===== src/sv/vnf_pkg.sv =====
`default_nettype none
package vnf_pkg;
	// control travelling alongside each word in the pipeline
	typedef struct packed {
		logic valid;
		logic zero;
	} vnf_ctl_t;
endpackage
`default_nettype wire


===== src/sv/vnf_div_cell.sv =====
`default_nettype none
// One restoring division step for all three lanes: one quotient bit per cycle
module vnf_div_cell import vnf_pkg::*; #(
	parameter int NW = 62,
	parameter int RW = 33,
	parameter int QW = 32,
	parameter int BIT = 0
) (
	input  wire logic          clk,
	input  wire logic          arst_n,
	input  wire vnf_ctl_t      ctl_i,
	input  wire logic [RW-1:0] den_i,
	input  wire logic [NW-1:0] num_i [3],
	input  wire logic [RW:0]   rem_i [3],
	input  wire logic [QW-1:0] quo_i [3],
	input  wire logic [2:0]    neg_i,
	output vnf_ctl_t           ctl_o,
	output logic [RW-1:0]      den_o,
	output logic [NW-1:0]      num_o [3],
	output logic [RW:0]        rem_o [3],
	output logic [QW-1:0]      quo_o [3],
	output logic [2:0]         neg_o
);
	logic [RW+1:0] shifted [3];
	logic [2:0]    fits;

	always_comb begin
		for (int k = 0; k < 3; k++) begin
			shifted[k] = {rem_i[k], num_i[k][BIT]};
			fits[k]    = (shifted[k] >= {2'b00, den_i});
		end
	end

	// advance the word to the next cell
	always_ff @(posedge clk or negedge arst_n) begin
		if (!arst_n) begin
			ctl_o <= '0;
		end else begin
			ctl_o <= ctl_i;
		end
	end

	always_ff @(posedge clk) begin
		den_o <= den_i;
		neg_o <= neg_i;
		for (int k = 0; k < 3; k++) begin
			num_o[k] <= num_i[k];
			rem_o[k] <= fits[k] ? (RW+1)'(shifted[k] - {2'b00, den_i})
			                    : (RW+1)'(shifted[k]);
			quo_o[k] <= fits[k] ? (quo_i[k] | (QW'(1) << (BIT % QW))) : quo_i[k];
		end
	end
endmodule
`default_nettype wire


===== config.mk =====
export PLATFORM = sky130hd
export DESIGN_NAME = vnf_div_cell
export DESIGN_NICKNAME = d
export VERILOG_FILES = /design/src/sv/vnf_pkg.sv /design/src/sv/vnf_div_cell.sv
export SDC_FILE = /design/constraint.sdc
export NUM_CORES = 1
export LEC_CHECK = 0
export ABC_CLOCK_PERIOD_IN_PS = 800
export BUFFER_PORTS_ARGS = -buffer_cell sky130_fd_sc_hd__buf_2
export CAP_MARGIN = 20
export CORE_AREA = 2 2 325 327
export DETAILED_ROUTE_END_ITERATION = 6
export DIE_AREA = 0 0 327 329
export HOLD_SLACK_MARGIN = 0.1
export PLACE_DENSITY = 0.34
export SETUP_SLACK_MARGIN = 0.15
export SLEW_MARGIN = 20
export SYNTH_ARGS = -nofsm -noshare
export SYNTH_HDL_FRONTEND = slang
export SYNTH_SLANG_ARGS = --single-unit
export TNS_END_PERCENT = 1

===== constraint.sdc =====
create_clock -name clk -period 0.8 [get_ports clk]
set_input_delay 0.08 -clock clk [delete_from_list [all_inputs] [get_ports clk]]
set_output_delay 0.08 -clock clk [all_outputs]
set_load 0.01 [all_outputs]

==> flow_summary.json, run 1 <==
{
  "status": "complete, but fails checks",
  "violations": "negative hold slack, negative setup slack",
  "cp.depth": 14,
  "pwr_density_cell_nw_per_um2": 2020,
  "finalMaxSlewViolations": 0,
  "timing.final.crit_period_ns": 2.23,
  "syn_nets": 1940,
  "clockBufferDepth": 3,
  "critPathBufInv": 5,
  "maxCapViolCount": 0,
  "post_dp_cell_area_um2": 24100,
  "fp.dieH_um": 329,
  "p_total_w": 0.0681,
  "start_util_pct": 14.3,
  "slowest_delay_ns": 0.40,
  "hpwlAfterDp_mm": 72.0,
  "drt-pass1-iter-count": 5,
  "grt_pass1_wl_mm": 126,
  "cp-start-kind": "input pin",
  "grtUsageTotal_pct": 16.0,
  "wire_per_inst_um": 19.9,
  "leakage_nw": 15.6,
  "fill_cells": 10800,
  "ys_warn_count": 0,
  "slew_headroom_pct": 73.3,
  "first_iter_violations": 597,
  "area_growth_pct": 126,
  "mappedNetlistArea_um2": 14900,
  "ys_ff_latch": 422,
  "cts_tree": "yes",
  "multiInputGateArea_um2": 6950,
  "numCtsBuffers": 52,
  "worstSetupPathType": "in2reg",
  "drive_above_1_share_pct": 58.1,
  "pre_cts_ws_ns": -2.41,
  "fin_nets": 3669,
  "hold_violations": 25,
  "fin_area_um2": 33800,
  "cts_sinks": 422,
  "rsz0062_at_grt": "true",
  "via_per_inst": 3.79,
  "finalNonFillerCells": 4583,
  "setup_viol": 527,
  "cpLargestDelayFamily": "compound AO/OA/AOI/OAI gates",
  "crit_chain": "buf_12 > clkinvlp_4 > ha_1 > a21o_1 > o41ai_2 > buf_4 > a21oi_4 > o211ai_2 > nand3_2 > a21oi_4 > buf_12 > buf_4 > a211oi_1 > a21o_1",
  "ys_async_sr_fraction_pct": 0.474,
  "worstHoldPathCells": 1,
  "crit_required_ns": 1.33,
  "min_path_type": "in2reg",
  "timing.final.crit_share_pct": 279,
  "regArea_um2": 8830,
  "ant_nets": 0,
  "cp-endpoint": "rem_o[37]",
  "grt_max_degree": 35,
  "via_count": 17400,
  "place.gp.congestion": 0.876,
  "root_buffer": "clkbuf_16",
  "io_pins": 846,
  "die_width_um": 327,
  "htree_levels": 2,
  "ys_seq_area_share_pct": 56.6,
  "portBuffers": 845,
  "clkTransAtPathRegs_ns": 0.06,
  "startpoint": "den_i[8]",
  "whs_ns": -0.418,
  "syn-instance-count": 1414,
  "final.setup.worst_slack_ns": -1.43,
  "placementRows": 119,
  "synth_cell_types": 68,
  "cp.arrival_ns": 2.76,
  "wirelength_mm": 91.2,
  "synth_ff_type": "dfxtp_1",
  "synth_edf_count": 0,
  "worst_pin_slew_ns": 0.397,
  "avgSynthCellArea_um2": 10.6,
  "dieArea_um2": 108000,
  "drc": 0,
  "worstSetupEndpointType": "register",
  "crit_path_max_fanout": 5,
  "vdd.ir_drop.worst_uv": 1750,
  "grt_pass1_vias": 18600,
  "antenna_found_initial": 20,
  "fmax_mhz": 448,
  "crit_slowest_cell": "ha_1",
  "grt_overflow": 0,
  "place_inst": 4031,
  "core_um2": 104000
}
[synthesized netlist by cell type (all sizes together), types with 13 or more instances]
cell type | n | share of area (%)
a21o | 53 | 2.7
a21oi | 116 | 4.0
buf | 18 | 0.74
clkbuf | 19 | 0.48
dfxtp | 420 | 56
ha | 99 | 8.3
inv | 64 | 1.6
mux2 | 14 | 1.1
nand2 | 108 | 2.7
nand3 | 28 | 0.94
nand4 | 22 | 0.92
nor2 | 78 | 2.0
nor2b | 13 | 0.54
o21ai | 104 | 3.5
o21bai | 14 | 0.70
xnor2 | 45 | 2.6
xor2 | 40 | 2.3
[through the flow]
step,setup TNS (ns),utilization [%],hold slack [ns]
after floorplan,-166.63,-,-0.216
after global placement,-234.76,23.1,-0.131
after detailed placement,-236.84,23.1,-0.134
after CTS,-309.01,31.1,-0.506
after global routing,-318.06,32.3,-0.464
final,-285.37,32.3,-0.418
[cells in the final DEF (no fill, tap or decap), types with 53 or more instances in the layout]
cell           netlist  layout
buf_2               13     548
dlygate4sd3_1        0     400
ha_1                99      75
buf_6                2     306
nand2_1            108      95
nor2_1              78      72
dfxtp_1            420     141
a21oi_1            113      93
dfxtp_2              0     269
a21o_1              53      53
buf_4                3     419
[registers in the layout, indices dropped and copies added, names as in the netlist]
register,count
num_o,186
den_o,33
rem_o,102
ctl_o,2
neg_o,3
quo_o,96
[layout make-up]
type	instances	area share, %
repair buffers	1712	41.8
inverters	64	0.841
diodes	6	0.0445
well taps	1391	5.15
clock inverters	29	1.07
flip-flops and latches	422	26.2
multi-input cells	891	20.6
clock buffers	68	4.36
[layer usage]
metal	part of all wire (%)	vias to the layer above	GRT usage [%]
li1	-	8425	-
met1	39	8184	17.9
met2	50	595	28.5
met3	6.8	156	4.30
met4	4.2	26	6.70
met5	0.19	-	0
[report_power, final]
part	internal, W	switching [W]	leakage [nW]
clock network	0.0148	0.0105	0.884
registers	0.0234	0.00102	3.57
logic	0.0103	0.00822	11.1
[repair_timing]
action	CTS	global route
endpoints found under the setup margin	527	527
resized for setup	708	263
hold buffers	381	19
endpoints found under the hold margin	424	283
gates cloned	5	0
buffers inserted	35	9
pin swaps	64	47
[worst min-delay path by stage]
stage	startpoint	end	slack, ns
finish	num_i[62]	num_o[62]	-0.42
global route	num_i[62]	num_o[62]	-0.46
CTS	den_i[1]	den_o[1]	-0.51
detailed placement	arst_n	ctl_o[0]	-0.13
global placement	arst_n	ctl_o[0]	-0.13
floorplan	arst_n	ctl_o[0]	-0.22
[cell families after synthesis]
logic type / count (synthesis) / share of synthesized area, %
fa+ha+maj: 102 / 8.70
xor+xnor: 85 / 4.98
simple gates: 304 / 9.40
mux: 15 / 1.12
flops: 422 / 56.6
compound gates: 385 / 16.3
buf+inv: 101 / 2.82
No activity file was read; power rests on OpenSTA's default activity.
==> inputs of run 2 (changes only) <==
==> constraint.sdc (replaced) <==
create_clock -name clk -period 0.8 [get_ports clk]
set_input_delay 0.12 -clock clk [delete_from_list [all_inputs] [get_ports clk]]
set_output_delay 0.12 -clock clk [all_outputs]
set_load 0.01 [all_outputs]
==> flow_summary.json, run 2 (synthesis gave the netlist of run 1 again) <==
{
  "status": "complete, but fails checks",
  "violations": "negative hold slack, negative setup slack",
  "setup_viol": 527,
  "p_int_w": 0.0479,
  "layout_common_cells": "533 x buf_2, 431 x buf_4, 410 x dlygate4sd3_1",
  "ant_nets": 0,
  "grt_pass1_vias": 18600,
  "finalMaxSlewViolations": 0,
  "drt-pass1-iter-count": 5,
  "first_iter_violations": 492,
  "start_util_pct": 14.3,
  "wl_met1_mm": 36.2,
  "fin_area_um2": 33800,
  "pre_cts_ws_ns": -2.52,
  "final.setup.worst_slack_ns": -1.52,
  "worst_pin_slew_ns": 0.462,
  "placementRows": 119,
  "crit_path_max_fanout": 7,
  "p_switching_w": 0.0193,
  "maxCapViolCount": 0,
  "grt_pass1_wl_mm": 127,
  "p_seq_share_pct": 36.4,
  "fin_setup_tns_ns": -303.26,
  "fmax_mhz": 431,
  "portBuffers": 845,
  "grt_overflow": 0,
  "final_common_cell": "buf_2",
  "dieArea_um2": 108000,
  "worstSetupEndpointType": "register",
  "cts_sinks": 422,
  "numCtsBuffers": 51,
  "place.gp.congestion": 0.877,
  "via_per_inst": 3.79,
  "cp-start-kind": "input pin",
  "worstHoldPathCells": 1,
  "root_buffer": "clkbuf_16",
  "htree_levels": 2,
  "core_um2": 104000,
  "hpwlAfterDp_mm": 72.0,
  "die_width_um": 327,
  "min_path_type": "in2reg",
  "clockBufferDepth": 3,
  "largest_register": "num_o",
  "worstSetupPathType": "in2reg",
  "io_pins": 846,
  "area_growth_pct": 127,
  "p_total_w": 0.0672,
  "antenna_found_initial": 25,
  "pwr_density_cell_nw_per_um2": 1980,
  "grtUsageTotal_pct": 16.0,
  "wire_per_inst_um": 20.0,
  "drive_above_1_share_pct": 58.1,
  "fp.dieH_um": 329,
  "comb_power_share_pct": 27.7,
  "reg_top3": "num_o x186, rem_o x102, quo_o x96",
  "via_count": 17400,
  "swShare_pct": 28.7,
  "fin_nets": 3682,
  "drc": 0,
  "crit_required_ns": 1.30,
  "timing.final.crit_share_pct": 290,
  "post_dp_cell_area_um2": 24100,
  "timing.final.crit_period_ns": 2.32,
  "largest_reg_flops": 186,
  "met3WireLength_mm": 5.84,
  "pwr-share-clk_pct": 35.9,
  "dr_wl_met2_mm": 47.1,
  "cts_tree": "yes",
  "leakage_nw": 15.5,
  "wirelength_mm": 91.6,
  "hold_violations": 13,
  "whs_ns": -0.379,
  "cp.arrival_ns": 2.82,
  "rsz0062_at_grt": "true",
  "grt_max_degree": 35,
  "clkTransAtPathRegs_ns": 0.06,
  "slew_headroom_pct": 68.9,
  "vdd.ir_drop.worst_uv": 1590,
  "top_layer": "met5"
}
[run 2: cell count changes in the layout (fill, tap and decap cells not counted), sizes merged]
cell | previous run | this run
clkinv | 11 | 10
dlygate4sd3 | 400 | 410
bufinv | 5 | 4
clkinvlp | 18 | 17
clkbuf | 69 | 72
diode | 6 | 5
inv | 59 | 54
buf | 1311 | 1315
[run 2: path summary, 6_finish.rpt]
path                           start   endpoint  slack [ns]
worst max-delay path        den_i[5]  quo_o[64]       -1.52
worst min-delay path       num_i[62]  num_o[62]       -0.38
max in group asynchronous     arst_n   ctl_o[0]        0.29
min in group asynchronous     arst_n   ctl_o[1]        0.38
[run 2: critical path: stages]
cell        delay [ns]
buf_6             0.10
clkinvlp_4        0.10
buf_12            0.15
buf_4             0.13
ha_2              0.20
or3_4             0.35
o21ai_4           0.18
a2111oi_4         0.09
buf_4             0.16
o2111ai_4         0.21
nand2_2           0.09
a31o_4            0.28
buf_12            0.13
buf_16            0.13
buf_8             0.12
or2_2             0.26
[run 2: repair_timing]
action,CTS,global route
endpoints found under the hold margin,424,42
hold buffers,399,11
setup endpoints to repair,527,527
setup buffers,40,9
resized for setup,687,296
pin swaps,47,46
cloned,4,1
[run 2: power groups by stage]
stage | registers, W | logic [W] | clock network, W
after floorplan | 0.0251 | 0.00448 | 0
after global placement | 0.0242 | 0.0139 | 0
after detailed placement | 0.0242 | 0.0138 | 0
after CTS | 0.0242 | 0.0178 | 0.0251
after global routing | 0.0246 | 0.0199 | 0.0259
final | 0.0244 | 0.0186 | 0.0241
[run 2: cell type report]
class	count	area, um^2
well taps	1391	1740
inverters	64	288
flip-flops and latches	422	8850
fillers	10800	70500
clock inverters	21	273
clock buffers	71	1460
diodes	5	12.5
repair buffers	1726	14300
multi-input cells	891	6950
[run 2: layer usage]
metal / up-vias / GRT usage [%]
li1: 8455 / -
met1: 8226 / 18.2
met2: 554 / 29.7
met3: 131 / 4.37
met4: 24 / 3.73
met5: - / 0
[run 2: metrics by stage]
stage	hold slack [ns]	utilization, %	instances
after floorplan	-0.176	-	1414
after global placement	-0.0910	23.0	4030
after detailed placement	-0.0901	23.0	4030
after CTS	-0.461	31.2	4565
after global routing	-0.432	32.4	4587
final	-0.379	32.4	4591
==> inputs of run 3 (changes only) <==
--- a/config.mk
+++ b/config.mk
@@ -8,11 +8,11 @@
 export ABC_CLOCK_PERIOD_IN_PS = 800
 export BUFFER_PORTS_ARGS = -buffer_cell sky130_fd_sc_hd__buf_2
 export CAP_MARGIN = 20
-export CORE_AREA = 2 2 325 327
+export CORE_AREA = 2 2 332 334
 export DETAILED_ROUTE_END_ITERATION = 6
-export DIE_AREA = 0 0 327 329
+export DIE_AREA = 0 0 334 336
 export HOLD_SLACK_MARGIN = 0.1
-export PLACE_DENSITY = 0.34
+export PLACE_DENSITY = 0.33
 export SETUP_SLACK_MARGIN = 0.15
 export SLEW_MARGIN = 20
 export SYNTH_ARGS = -nofsm -noshare
==> flow_summary.json, run 3 (synthesis gave the netlist of run 1 again) <==
{
  "worstHoldPathCells": 1,
  "drive_above_1_share_pct": 59.1,
  "timing.final.crit_share_pct": 284,
  "hold_violations": 15,
  "via_per_inst": 3.77,
  "fmax_mhz": 440,
  "root_buffer": "clkbuf_16",
  "core_um2": 108000,
  "p_int_w": 0.0489,
  "setup_viol": 527,
  "worstSetupEndpointType": "register",
  "finalNonFillerCells": 4637,
  "timing.final.crit_period_ns": 2.27,
  "rsz0062_at_grt": "true",
  "worstSetupPathType": "in2reg",
  "status": "complete, but fails checks",
  "ant_nets": 0,
  "final.setup.worst_slack_ns": -1.47,
  "drt-pass1-iter-count": 5,
  "cp_common_cell": "buf_4",
  "via_count": 17500,
  "pre_cts_ws_ns": -2.53,
  "first_iter_violations": 623,
  "slew_headroom_pct": 71.8,
  "clockBufferDepth": 3,
  "grt_overflow": 0,
  "placementRows": 121,
  "min_path_type": "in2reg",
  "reg_top3": "num_o x186, rem_o x102, quo_o x96",
  "maxCapViolCount": 0,
  "crit_required_ns": 1.31,
  "slowest_delay_ns": 0.29,
  "cts_tree": "yes",
  "hpwlAfterDp_mm": 75.7,
  "wirelength_mm": 94.5,
  "fin_nets": 3700,
  "cts_sinks": 422,
  "grtUsageTotal_pct": 15.9,
  "antenna_found_initial": 22,
  "die_width_um": 334,
  "largest_reg_flops": 186,
  "post_dp_cell_area_um2": 24400,
  "largest_register": "num_o",
  "layout_common_cells": "529 x buf_2, 439 x buf_4, 409 x dlygate4sd3_1",
  "place.gp.congestion": 0.867,
  "swShare_pct": 28.7,
  "place_inst": 4076,
  "grt_max_degree": 19,
  "area_growth_pct": 130,
  "violations": "negative hold slack, negative setup slack",
  "final_common_cell": "buf_2",
  "dieArea_um2": 112000,
  "pwr_density_cell_nw_per_um2": 2000,
  "cp.arrival_ns": 2.78,
  "fp.dieH_um": 336,
  "leakage_nw": 15.8,
  "cp-start-kind": "input pin",
  "io_pins": 846,
  "crit_path_max_fanout": 4,
  "vdd.ir_drop.worst_uv": 1300,
  "comb_power_share_pct": 27.3,
  "wire_per_inst_um": 20.4,
  "portBuffers": 845,
  "crit_slowest_cell": "ha_1",
  "grt_pass1_vias": 18800,
  "drc": 0,
  "finalMaxSlewViolations": 0,
  "numCtsBuffers": 52,
  "crit_chain": "buf_8 > clkinvlp_4 > buf_12 > buf_4 > buf_4 > ha_1 > buf_4 > nand4_1 > a2111oi_4 > buf_4 > o2111ai_4 > nand2_2 > buf_4 > buf_4 > a41oi_2 > xnor2_1 > mux2_2",
  "start_util_pct": 13.8,
  "pwr-share-clk_pct": 36.7,
  "fin_area_um2": 34300,
  "p_switching_w": 0.0197,
  "whs_ns": -0.398,
  "worst_pin_slew_ns": 0.422,
  "htree_levels": 2,
  "grt_pass1_wl_mm": 129,
  "clkTransAtPathRegs_ns": 0.06,
  "p_seq_share_pct": 35.9
}
run 3: power by group through the flow:
stage	combinational [W]	sequential [W]	clock, W
after floorplan	0.00448	0.0251	0
after global placement	0.0141	0.0244	0
after detailed placement	0.0140	0.0244	0
after CTS	0.0179	0.0245	0.0262
after global routing	0.0201	0.0248	0.0271
final	0.0187	0.0246	0.0252
run 3: final timing paths:
kind | start | endpoint | slack [ns]
min in group asynchronous | arst_n | ctl_o[1] | 0.39
min | den_i[2] | den_o[2] | -0.40
max in group asynchronous | arst_n | ctl_o[0] | 0.28
max | den_i[12] | rem_o[97] | -1.47
run 3: what timing repair did:
| item | CTS | global route |
|---|---|---|
| setup endpoints to repair | 527 | 527 |
| hold endpoints to repair | 424 | 53 |
| setup buffers | 27 | 15 |
| gates resized for setup | 692 | 312 |
| hold buffers | 392 | 17 |
| gates cloned | 5 | 2 |
| pin swaps | 56 | 55 |
run 3: layer usage:
| layer | part of all wire [%] | vias to the layer above | wire [um] | track usage [%] |
|---|---|---|---|---|
| li1 | - | 8496 | - | - |
| met1 | 39 | 8157 | 36900 | 17.8 |
| met2 | 49 | 645 | 46300 | 28.0 |
| met3 | 6.7 | 170 | 6280 | 4.35 |
| met4 | 5.1 | 16 | 4830 | 7.59 |
| met5 | 0.12 | - | 109 | 0 |
run 3: area by class of cell:
class	count	area, um^2
diodes	6	15.0
clock buffers	73	1480
clock inverters	24	329
fillers	11200	74100
inverters	64	274
multi-input cells	891	7000
flip-flops and latches	422	8890
well taps	1414	1770
repair buffers	1743	14600
run 3: worst max-delay path, delay by kind of cell:
family          cells  cell delay (ns)
simple gates        2             0.29
mux                 1             0.26
xor+xnor            1             0.15
fa+ha+maj           1             0.29
compound gates      3             0.49
buf+inv             9             1.18
run 3: per-stage QoR:
stage / util [%] / hold WS (ns) / power (W) / setup TNS [ns]
after floorplan: - / -0.176 / 0.0296 / -170.83
after global placement: 22.5 / -0.0798 / 0.0385 / -241.74
after detailed placement: 22.5 / -0.0818 / 0.0384 / -242.61
after CTS: 30.3 / -0.473 / 0.0686 / -330.90
after global routing: 31.6 / -0.460 / 0.0719 / -339.95
final: 31.7 / -0.398 / 0.0685 / -301.28
