===== src/sv/vnf_pkg.sv =====
`default_nettype none
package vnf_pkg;
	// control travelling alongside each word in the pipeline
	typedef struct packed {
		logic valid;
		logic zero;
	} vnf_ctl_t;
endpackage
`default_nettype wire


===== src/sv/vnf_sqrt_cell.sv =====
`default_nettype none
// One restoring square-root step: settle one root bit per cycle
module vnf_sqrt_cell import vnf_pkg::*; #(
	parameter int SW = 66,
	parameter int RW = 33,
	parameter int MW = 32,
	parameter int BIT = 0
) (
	input  wire logic          clk,
	input  wire logic          arst_n,
	input  wire vnf_ctl_t      ctl_i,
	input  wire logic [SW-1:0] rem_i,
	input  wire logic [RW-1:0] root_i,
	input  wire logic [MW-1:0] mx_i,
	input  wire logic [MW-1:0] my_i,
	input  wire logic [MW-1:0] mz_i,
	input  wire logic [2:0]    neg_i,
	output vnf_ctl_t           ctl_o,
	output logic [SW-1:0]      rem_o,
	output logic [RW-1:0]      root_o,
	output logic [MW-1:0]      mx_o,
	output logic [MW-1:0]      my_o,
	output logic [MW-1:0]      mz_o,
	output logic [2:0]         neg_o
);
	logic [SW+1:0] trial;
	logic          fits;

	// trial = (2*root + 2^BIT) << BIT, compared against the remainder
	always_comb begin
		trial = ({{(SW+1-RW){1'b0}}, root_i, 1'b0} | ((SW+2)'(1) << BIT)) << BIT;
		fits  = ({2'b00, rem_i} >= trial);
	end

	// advance the word to the next cell
	always_ff @(posedge clk or negedge arst_n) begin
		if (!arst_n) begin
			ctl_o <= '0;
		end else begin
			ctl_o <= ctl_i;
		end
	end

	always_ff @(posedge clk) begin
		rem_o  <= fits ? SW'({2'b00, rem_i} - trial) : rem_i;
		root_o <= fits ? (root_i | (RW'(1) << BIT)) : root_i;
		mx_o   <= mx_i;
		my_o   <= my_i;
		mz_o   <= mz_i;
		neg_o  <= neg_i;
	end
endmodule
`default_nettype wire


===== config.mk =====
export PLATFORM = sky130hd
export DESIGN_NAME = vnf_sqrt_cell
export DESIGN_NICKNAME = d
export VERILOG_FILES = /design/src/sv/vnf_pkg.sv /design/src/sv/vnf_sqrt_cell.sv
export SDC_FILE = /design/constraint.sdc
export NUM_CORES = 1
export LEC_CHECK = 0
export BUFFER_PORTS_ARGS = -buffer_cell sky130_fd_sc_hd__buf_2
export CAP_MARGIN = 10
export CORE_AREA = 2 2 156 158
export DETAILED_ROUTE_END_ITERATION = 10
export DIE_AREA = 0 0 158 160
export GPL_TIMING_DRIVEN = 0
export PLACE_DENSITY = 0.58
export SYNTH_ARGS = -nofsm -noshare
export SYNTH_HDL_FRONTEND = slang
export SYNTH_SLANG_ARGS = --single-unit

===== constraint.sdc =====
create_clock -name clk -period 0.92 [get_ports clk]
set_clock_uncertainty 0.05 [all_clocks]
set_input_delay 0.046 -clock clk [delete_from_list [all_inputs] [get_ports clk]]
set_output_delay 0.046 -clock clk [all_outputs]
set_load 0.01 [all_outputs]

==> results of run 1 <==
synthesized netlist by cell type (2+ instances only):
| cell | count |
|---|---|
| or3_1 | 5 |
| ha_1 | 34 |
| nor3_1 | 22 |
| nor4b_1 | 2 |
| or4b_2 | 2 |
| nand2b_1 | 4 |
| or4_1 | 4 |
| a21o_1 | 12 |
| a21oi_1 | 63 |
| xor2_1 | 21 |
| o31ai_1 | 5 |
| nand4_1 | 13 |
| and3_1 | 4 |
| dfrtp_1 | 2 |
| o21bai_1 | 3 |
| o211ai_1 | 2 |
| a31oi_1 | 5 |
| o21ai_0 | 32 |
| nor4_1 | 14 |
| and2_1 | 4 |
| o21a_1 | 5 |
| a211oi_1 | 4 |
| nor3b_1 | 2 |
| nand2_1 | 47 |
| xnor2_1 | 42 |
| nand4b_1 | 5 |
| nand3_1 | 26 |
| inv_1 | 47 |
| clkbuf_1 | 9 |
| buf_2 | 11 |
| a21boi_0 | 2 |
| dfxtp_1 | 198 |
| nor2_1 | 62 |
| a211o_1 | 2 |
| nand3b_1 | 2 |
| nor2b_1 | 4 |
repair_timing:
item                                    in CTS  in global routing
gates resized for setup                    231                307
endpoints found under the hold margin      201                 20
cloned                                       3                  2
pin swaps                                   22                 48
hold buffers                               187                  4
endpoints found under the setup margin     267                267
setup buffers                               24                 31
per-stage QoR:
step	total power, mW	hold WS (ns)
final	23.3	-0.252
after global routing	24.3	-0.257
after CTS	22.5	-0.257
after detailed placement	13.5	-0.218
after global placement	13.5	-0.219
after floorplan	11.8	-0.300
final cells by class:
type / count / area share (%)
inverter: 47 / 1.33
tap: 324 / 2.70
buffer: 12 / 1.16
multi-input combinational: 475 / 28.1
clock buffer: 18 / 2.86
timing repair buffer: 648 / 35.0
antenna: 5 / 0.0834
clock inverter: 14 / 1.13
sequential: 200 / 27.6
cell families after synthesis:
| logic type | after synthesis |
|---|---|
| AO/OA/AOI/OAI | 148 |
| adder cells (fa/ha/maj) | 35 |
| XOR/XNOR | 63 |
| buffers and inverters | 68 |
| AND/OR/NAND/NOR | 229 |
| flip-flops | 200 |
final timing paths:
| kind | start | to | slack, ns | depth (start not counted) |
|---|---|---|---|---|
| max | root_i[10] | rem_o[39] | -1.40 | 13 |
| min | rem_i[41] | rem_o[41] | -0.25 | 2 |
| max in group asynchronous | arst_n | ctl_o[1] | 0.28 | 3 |
| min in group asynchronous | arst_n | ctl_o[0] | 0.41 | 3 |
placed cells by master (no fill, tap or decap), types with 28 or more instances in the layout:
cell type	count
buf_2	281
dlygate4sd3_1	190
buf_6	126
dfxtp_2	103
dfxtp_1	95
buf_4	40
inv_1	37
xnor2_1	37
nand2_1	35
nor2_1	34
a21oi_1	34
a21oi_2	28
routing by layer:
layer	vias to the layer above	global-route usage [%]	share of wire [%]
met1	3978	23.6	35
met3	93	5.21	6.4
met4	0	12.1	5.1
met2	337	44.1	54
met5	-	0	0
li1	3887	-	-
power groups by stage:
stage | combinational [mW] | sequential (mW) | clock [mW]
floorplan | 1.59 | 10.2 | 0
global placement | 3.73 | 9.73 | 0
detailed placement | 3.73 | 9.74 | 0
CTS | 4.96 | 9.60 | 7.90
global route | 6.20 | 9.81 | 8.28
finish | 5.81 | 9.74 | 7.77
registers in the layout (all words and copies together) (netlist names):
signal	cells
my_o	32
mx_o	32
mz_o	32
root_o	33
rem_o	66
neg_o	3
ctl_o	2
==> results.sh, run 1 <==
export IMPL_synth_simple_area_share_pct=15.9
export IMPL_coreArea_um2=23800
export IMPL_comb_power_share_pct=24.9
export IMPL_drive_gt1_share_pct=55.1
export IMPL_cp_slowest_stage_delay_ns=0.51
export IMPL_chipWidth_um=158
export IMPL_nets=1638
export IMPL_ys_flop_type="dfxtp_1"
export IMPL_numCtsBuffers=17
export IMPL_clock_sinks=200
export IMPL_cp_end_kind="flip-flop"
export IMPL_drc=0
export IMPL_path_clk_slew_ns=0.09
export IMPL_synth_edff_count=0
export IMPL_place_ws_ns=-2.55
export IMPL_fill_cells=1873
export IMPL_route_vias_total=8295
export IMPL_rows=57
export IMPL_drtIter0Drc=319
export IMPL_tritoncts="yes"
export IMPL_status="finished with violations"
export IMPL_maxSlewHeadroom_pct=57.6
export IMPL_grt_max_degree=22
export IMPL_wl_per_cell_um=19.1
export IMPL_hp_class="in -> reg"
export IMPL_cp_max_fo=8
export IMPL_synth_seq_area_share_pct=54.7
export IMPL_register_area_um2=4140
export IMPL_synthAdderAreaFrac_pct=6.07
export IMPL_final_core_util_pct=62.9
export IMPL_synth_avg_cell_area_um2=9.88
export IMPL_dieArea_um2=25300
export IMPL_synth_compound_area_share_pct=12.1
export IMPL_final_cells=1743
export IMPL_cap_violations=0
export IMPL_yosysWarningCount=0
export IMPL_multi_input_area_um2=4220
export IMPL_crit_family="simple AND/OR/NAND/NOR gates"
export IMPL_synthToLayoutAreaGrowth_pct=104
export IMPL_post_dp_hpwl_mm=20.3
export IMPL_syn_inst=743
export IMPL_violations="hold timing, setup timing"
export IMPL_synthArstFlopShare_pct=1.00
export IMPL_synth_top_area_cell="dfxtp_1"
export IMPL_final_min_clock_period_ns=2.32
export IMPL_yosys_top_cells_area="dfxtp_1 54%, ha_1 5.8%, xnor2_1 5.0%, a21oi_1 4.3%, nor2_1 3.2%"
export IMPL_power_frac_clock_pct=33.3
export IMPL_antenna_found_initial=6
export IMPL_post_route_period_util_pct=252
export IMPL_fin_area_um2=15000
export IMPL_wl_mm=33.3
export IMPL_worstMarginPinSlew_ns=0.631
export IMPL_htreeDepth=4
export IMPL_io_pins=402
export IMPL_cp_data_required_time_ns=1.20
export IMPL_clockBufferDepth=2
export IMPL_gp_congestion=0.893
export IMPL_syn_area_um2=7340
export IMPL_slew_viol_final=0
export IMPL_setup_viol_count_final=267
export IMPL_synth_seq_cells=200
export IMPL_holdWs_ns=-0.252
export IMPL_first_global_vias=8341
export IMPL_port_buffers=401
export IMPL_intPower_mw=16.3
export IMPL_fin_tns_setup_ns=-93.02
export IMPL_die_h_um=160
export IMPL_synth_top_area_share_pct=54.0
export IMPL_synthXorXnorAreaFrac_pct=7.52
export IMPL_dpl_instance_area_um2=9950
export IMPL_grt_overflow=0
export IMPL_synth_top_family_by_area="simple AND/OR/NAND/NOR gates"
export IMPL_grt_pass1_wl_mm=45.1
export IMPL_path_buf_inv=4
export IMPL_power_switching_mw=7.02
export IMPL_rsz0062_at_grt="yes"
export IMPL_synth_distinct_cells=58
export IMPL_worstSetupStartpointType="input pin"
export IMPL_pwr_density_cell_nw_per_um2=1560
export IMPL_switching_share_pct=30.1
export IMPL_dpl_cell_count=1468
export IMPL_layout_setup_ws_ns=-1.40
export IMPL_finalHoldViolCount=15
export IMPL_path_class="in -> reg"
export IMPL_power_leakage_nw=6.52
export IMPL_slowest_stage="or4_4"
export IMPL_routed_via_density=4.76
export IMPL_seq_power_share_pct=41.8
export IMPL_grtUsageTotal_pct=23.4
export IMPL_cts_root_buf="clkbuf_16"
export IMPL_arrival_ns=2.60
export IMPL_initial_utilization_pct=30.8
export IMPL_fmax_mhz=432
export IMPL_crit_chain="buf_8, inv_4, ha_4, nand4_4, or2_1, or3_1, or4_4, nand4_1, buf_4, or3_4, buf_12, nand4b_1, xnor2_1"
export IMPL_dr_pass1_iters=5
export IMPL_yosys_mux_area_fraction_pct=0
export IMPL_postRouteAntennaNets=0
export IMPL_ir_drop_v=0.000812
export IMPL_syn_num_nets=980
Power figures use the tool's default switching activity.
==> run 2, diff against run 1 <==
--- a/config.mk
+++ b/config.mk
@@ -5,13 +5,15 @@
 export SDC_FILE = /design/constraint.sdc
 export NUM_CORES = 1
 export LEC_CHECK = 0
+export ABC_AREA = 1
 export BUFFER_PORTS_ARGS = -buffer_cell sky130_fd_sc_hd__buf_2
 export CAP_MARGIN = 10
 export CORE_AREA = 2 2 156 158
+export CTS_BUF_LIST = sky130_fd_sc_hd__clkbuf_8
 export DETAILED_ROUTE_END_ITERATION = 10
 export DIE_AREA = 0 0 158 160
 export GPL_TIMING_DRIVEN = 0
-export PLACE_DENSITY = 0.58
+export PLACE_DENSITY = 0.67
 export SYNTH_ARGS = -nofsm -noshare
 export SYNTH_HDL_FRONTEND = slang
 export SYNTH_SLANG_ARGS = --single-unit
==> results.sh, run 2 <==
export IMPL_status="finished with violations"
export IMPL_violations="hold timing, setup timing"
export IMPL_synth_common_cells="385 x nand2_1, 198 x dfxtp_1, 196 x inv_1, 124 x nor2_1, 46 x nand3_1"
export IMPL_synth_avg_cell_area_um2=7.46
export IMPL_syn_area_um2=9300
export IMPL_dr_pass1_iters=5
export IMPL_synth_seq_area_share_pct=43.2
export IMPL_synth_distinct_cells=36
export IMPL_switching_share_pct=33.7
export IMPL_synth_compound_area_share_pct=8.46
export IMPL_post_dp_hpwl_mm=27.4
export IMPL_ir_drop_v=0.000822
export IMPL_seq_power_share_pct=43.1
export IMPL_antenna_found_initial=9
export IMPL_rows=57
export IMPL_numCtsBuffers=17
export IMPL_yosysWarningCount=0
export IMPL_largest_register_ffs=66
export IMPL_synthToLayoutAreaGrowth_pct=80.4
export IMPL_power_leakage_nw=8.10
export IMPL_port_buffers=401
export IMPL_worstSetupStartpointType="input pin"
export IMPL_wl_per_cell_um=17.9
export IMPL_syn_inst=1247
export IMPL_coreArea_um2=23800
export IMPL_initial_utilization_pct=39.0
export IMPL_register_area_um2=4160
export IMPL_nets=2138
export IMPL_gp_congestion=0.970
export IMPL_synth_simple_area_share_pct=30.8
export IMPL_synth_edff_count=0
export IMPL_pwr_density_cell_nw_per_um2=1350
export IMPL_cp_max_fo=6
export IMPL_setup_viol_count_final=267
export IMPL_layout_setup_ws_ns=-0.651
export IMPL_htreeDepth=4
export IMPL_power_frac_clock_pct=27.4
export IMPL_drc=0
export IMPL_grt_max_degree=23
export IMPL_maxSlewHeadroom_pct=70.0
export IMPL_holdPathEnd="rem_o[1]"
export IMPL_multi_input_area_um2=5520
export IMPL_finalHoldViolCount=20
export IMPL_top_regs="rem_o x66, root_o x33"
export IMPL_synth_top_area_cell="dfxtp_1"
export IMPL_grt_pass1_wl_mm=54.5
export IMPL_io_pins=402
export IMPL_power_switching_mw=7.64
export IMPL_drtIter0Drc=577
export IMPL_min_delay_start="rem_i[1]"
export IMPL_die_h_um=160
export IMPL_route_vias_total=10645
export IMPL_ys_flop_type="dfxtp_1"
export IMPL_routed_via_density=4.74
export IMPL_first_global_vias=10470
export IMPL_fin_tns_setup_ns=-64.86
export IMPL_clock_sinks=200
export IMPL_path_class="in -> reg"
export IMPL_synth_top_family_by_area="simple AND/OR/NAND/NOR gates"
export IMPL_synthArstFlopShare_pct=1.00
export IMPL_post_route_period_util_pct=171
export IMPL_cp_end_kind="flip-flop"
export IMPL_fmax_mhz=636
export IMPL_grtUsageTotal_pct=28.3
export IMPL_yosys_mux_area_fraction_pct=0
export IMPL_cap_violations=0
export IMPL_cts_root_buf="clkbuf_8"
export IMPL_yosys_top_cells_area="dfxtp_1 43%, nand2_1 16%, inv_1 7.9%, nor2_1 5.0%, ha_1 4.6%"
export IMPL_rsz0062_at_grt="yes"
export IMPL_p_total_mw=22.6
export IMPL_slew_viol_final=0
export IMPL_synthXorXnorAreaFrac_pct=3.01
export IMPL_layout_commonest_cell="nand2_1"
export IMPL_tritoncts="yes"
export IMPL_intPower_mw=15.0
export IMPL_worstMarginPinSlew_ns=0.445
export IMPL_syn_num_nets=1484
export IMPL_grt_overflow=0
export IMPL_chipWidth_um=158
export IMPL_path_clk_slew_ns=0.13
export IMPL_fill_cells=1839
export IMPL_hp_class="in -> reg"
export IMPL_dieArea_um2=25300
export IMPL_final_core_util_pct=70.4
export IMPL_wl_mm=40.3
export IMPL_arrival_ns=1.95
export IMPL_top_register="rem_o"
export IMPL_comb_power_share_pct=29.5
export IMPL_layout_common_cells="334 x nand2_1, 270 x buf_2, 197 x dlygate4sd3_1, 175 x inv_1, 126 x buf_6"
export IMPL_synthAdderAreaFrac_pct=4.79
export IMPL_holdWs_ns=-0.281
export IMPL_synth_top_area_share_pct=42.6
export IMPL_clockBufferDepth=2
export IMPL_final_min_clock_period_ns=1.57
export IMPL_cp_data_required_time_ns=1.30
export IMPL_drive_gt1_share_pct=46.2
export IMPL_postRouteAntennaNets=0
export IMPL_synth_seq_cells=200
export IMPL_yosysMostFrequentCell="nand2_1"
export IMPL_hold_depth=3
==> run 2: routing by layer <==
layer,GRT usage (%),vias up,wire (um)
met5,0,-,0
met1,31.5,4976,15200
met3,4.94,101,2540
li1,-,5140,-
met4,11.6,0,1610
met2,52.5,428,20900
==> run 2: per-stage QoR <==
step	setup slack, ns	hold slack [ns]	std cells	instance area (um2)
2_1_floorplan	-0.766	-0.300	1247	9880
3_3_place_gp	-1.35	-0.220	1972	12300
3_5_place_dp	-1.33	-0.216	1972	12300
4_1_cts	-0.588	-0.295	2202	15100
5_1_grt	-0.691	-0.286	2245	16800
6_report	-0.651	-0.281	2246	16800
==> run 2: area by class of cell <==
cell class / count / share of cell area [%]
multi-input combinational: 828 / 32.9
timing repair buffer: 635 / 31.1
sequential: 200 / 24.8
inverter: 209 / 4.90
tap: 324 / 2.42
clock buffer: 18 / 1.48
buffer: 10 / 1.21
clock inverter: 14 / 1.12
antenna: 8 / 0.119
==> run 2: worst max-delay path by stage <==
stage	cells past startpoint	start	endpoint	slack [ns]
2_1_floorplan	17	root_i[7]	rem_o[21]	-0.77
3_3_place_gp	17	root_i[7]	rem_o[39]	-1.35
3_5_place_dp	17	root_i[7]	rem_o[39]	-1.33
4_1_cts	18	root_i[12]	rem_o[22]	-0.59
5_1_grt	18	root_i[10]	rem_o[10]	-0.69
6_report	18	root_i[6]	rem_o[8]	-0.65
==> run 2: what timing repair did <==
item,CTS,global route
setup buffers,8,21
endpoints found under the hold margin,202,20
cloned,0,8
gates resized for setup,128,322
pin swaps,8,49
hold buffers,190,7
endpoints found under the setup margin,267,267
==> run 2: kinds of logic (layout without fill, tap and decap cells) <==
family / Yosys count / count (layout)
and+or+nand+nor: 655 / 655
buffers and inverters: 219 / 886
DFF: 200 / 200
AOI/OAI and AO/OA: 106 / 106
adders and majority gates: 35 / 35
xor gates and xnor gates: 32 / 32
other: 0 / 8
==> run 2: power groups by stage <==
stage | Combinational, mW | Sequential [mW] | Clock, mW
3_3_place_gp | 4.78 | 9.73 | 0
5_1_grt | 7.11 | 9.82 | 6.58
2_1_floorplan | 2.32 | 10.2 | 0
6_report | 6.68 | 9.77 | 6.20
4_1_cts | 5.74 | 9.59 | 6.28
3_5_place_dp | 4.81 | 9.74 | 0
==> run 2: critical path: stages <==
cell and delay, ns:
buf_2 0.09, inv_2 0.04, ha_4 0.28, nand2_2 0.10, nand2_2 0.06, nand2_1 0.11, nand2_2 0.09, inv_2 0.08
nand3_4 0.09, nand2_2 0.08, nand2_2 0.07, nand2_4 0.12, nand3_4 0.13, inv_6 0.12, buf_12 0.16, clkbuf_16 0.17
nand2_4 0.05, o21ai_2 0.05
==> run 3, diff against run 2 <==
--- a/config.mk
+++ b/config.mk
@@ -5,7 +5,6 @@
 export SDC_FILE = /design/constraint.sdc
 export NUM_CORES = 1
 export LEC_CHECK = 0
-export ABC_AREA = 1
 export BUFFER_PORTS_ARGS = -buffer_cell sky130_fd_sc_hd__buf_2
 export CAP_MARGIN = 10
 export CORE_AREA = 2 2 156 158
@@ -13,7 +12,8 @@
 export DETAILED_ROUTE_END_ITERATION = 10
 export DIE_AREA = 0 0 158 160
 export GPL_TIMING_DRIVEN = 0
-export PLACE_DENSITY = 0.67
+export PLACE_DENSITY = 0.58
+export SKIP_CTS_REPAIR_TIMING = 1
 export SYNTH_ARGS = -nofsm -noshare
 export SYNTH_HDL_FRONTEND = slang
 export SYNTH_SLANG_ARGS = --single-unit
==> results.sh, run 3 (synthesized netlist as in run 1, its figures left out) <==
export IMPL_grt_overflow=0
export IMPL_gp_congestion=0.893
export IMPL_ir_drop_v=0.000962
export IMPL_slew_viol_final=0
export IMPL_numCtsBuffers=17
export IMPL_worstSetupStartpointType="input pin"
export IMPL_cap_violations=0
export IMPL_htreeDepth=4
export IMPL_die_h_um=160
export IMPL_layout_setup_ws_ns=-1.56
export IMPL_fmax_mhz=403
export IMPL_io_pins=402
export IMPL_p_total_mw=20.9
export IMPL_post_route_period_util_pct=270
export IMPL_cp_max_fo=5
export IMPL_use_met1_pct=19.8
export IMPL_wl_per_cell_um=17.9
export IMPL_port_buffers=401
export IMPL_holdWs_ns=-0.292
export IMPL_coreArea_um2=23800
export IMPL_register_area_um2=4120
export IMPL_path_class="in -> reg"
export IMPL_route_vias_total=7961
export IMPL_use_met2_pct=37.5
export IMPL_cp_data_required_time_ns=1.25
export IMPL_antenna_found_initial=4
export IMPL_dpl_instance_area_um2=9950
export IMPL_drtIter0Drc=314
export IMPL_postRouteAntennaNets=0
export IMPL_arrival_ns=2.81
export IMPL_dr_pass1_iters=6
export IMPL_synthToLayoutAreaGrowth_pct=90.4
export IMPL_worstMarginPinSlew_ns=0.665
export IMPL_initial_utilization_pct=30.8
export IMPL_rows=57
export IMPL_rsz0062_at_grt="yes"
export IMPL_fill_cells=2022
export IMPL_tritoncts="yes"
export IMPL_hp_class="in -> reg"
export IMPL_dieArea_um2=25300
export IMPL_first_global_vias=6666
export IMPL_power_leakage_nw=6.20
export IMPL_busiest_layer="met2"
export IMPL_grtUsageTotal_pct=19.1
export IMPL_clock_sinks=200
export IMPL_cp_end_kind="flip-flop"
export IMPL_routed_via_density=4.64
export IMPL_drive_gt1_share_pct=49.6
export IMPL_path_clk_slew_ns=0.12
export IMPL_nets=1612
export IMPL_met3_usage_pct=4.26
export IMPL_finalHoldViolCount=23
export IMPL_maxSlewHeadroom_pct=55.3
export IMPL_top_regs="rem_o x66, root_o x33"
export IMPL_largest_register_ffs=66
export IMPL_status="finished with violations"
export IMPL_setup_viol_count_final=267
export IMPL_pwr_density_cell_nw_per_um2=1500
export IMPL_fin_area_um2=14000
export IMPL_grt_pass1_wl_mm=36.5
export IMPL_drc=0
export IMPL_cts_root_buf="clkbuf_8"
export IMPL_chipWidth_um=158
export IMPL_clockBufferDepth=2
export IMPL_wl_mm=30.7
export IMPL_layout_common_cells="303 x buf_2, 183 x dlygate4sd3_1, 113 x dfxtp_1, 99 x buf_6, 85 x dfxtp_2"
export IMPL_final_min_clock_period_ns=2.48
export IMPL_post_dp_hpwl_mm=20.3
export IMPL_top_register="rem_o"
export IMPL_grt_max_degree=22
export IMPL_layout_commonest_cell="buf_2"
export IMPL_multi_input_area_um2=3800
export IMPL_violations="hold timing, setup timing"
## run 3: layout make-up
cell class	count	share of cell area, %
diodes	2	0.0358
flip-flops and latches	200	29.5
clock inverters	15	1.24
plain buffers	14	1.20
inverters	47	1.39
repair buffers	620	34.9
multi-input cells	475	27.2
clock buffers	17	1.67
well taps	324	2.90
## run 3: worst max-delay path: stages
cell and delay, ns:
buf_8 0.10, ha_4 0.26, buf_6 0.11, nand3_4 0.08, or2_1 0.24, or3_1 0.38, or4_4 0.56, nand4_1 0.20
nor4b_4 0.31, buf_4 0.19, clkbuf_16 0.15, nand3_2 0.06, xnor2_1 0.13
## run 3: power breakdown
| part | internal (mW) | total (mW) | switching [mW] | leakage, nW |
|---|---|---|---|---|
| logic | 2.80 | 5.30 | 2.49 | 4.30 |
| registers | 9.46 | 9.71 | 0.249 | 1.69 |
| clock network | 2.11 | 5.90 | 3.79 | 0.209 |
| total | 14.4 | 20.9 | 6.53 | 6.20 |
## run 3: per-stage QoR
stage                     instances  setup TNS (ns)  setup slack [ns]  util (%)  hold WS [ns]
after CTS                      1500         -140.83             -2.04      43.5        -0.759
final                          1714         -111.94             -1.56      58.7        -0.292
after global placement         1468         -148.87             -2.54      41.8        -0.219
after floorplan                 743          -95.72             -1.63         -        -0.300
after detailed placement       1468         -148.35             -2.55      41.8        -0.218
after global routing           1713         -128.12             -1.64      58.6        -0.319
## run 3: layer usage
layer  vias up  share of wire, %
li1       3835                 -
met1      3780                36
met2       298                55
met3        48               5.9
met4         0               2.6
met5         -                 0
## run 3: worst paths after layout
kind / from / end / slack (ns) / cells past startpoint
worst max-delay path: rem_i[14] / rem_o[54] / -1.56 / 13
min in group asynchronous: arst_n / ctl_o[0] / 0.35 / 3
worst min-delay path: rem_i[51] / rem_o[51] / -0.29 / 2
max in group asynchronous: arst_n / ctl_o[1] / 0.34 / 3
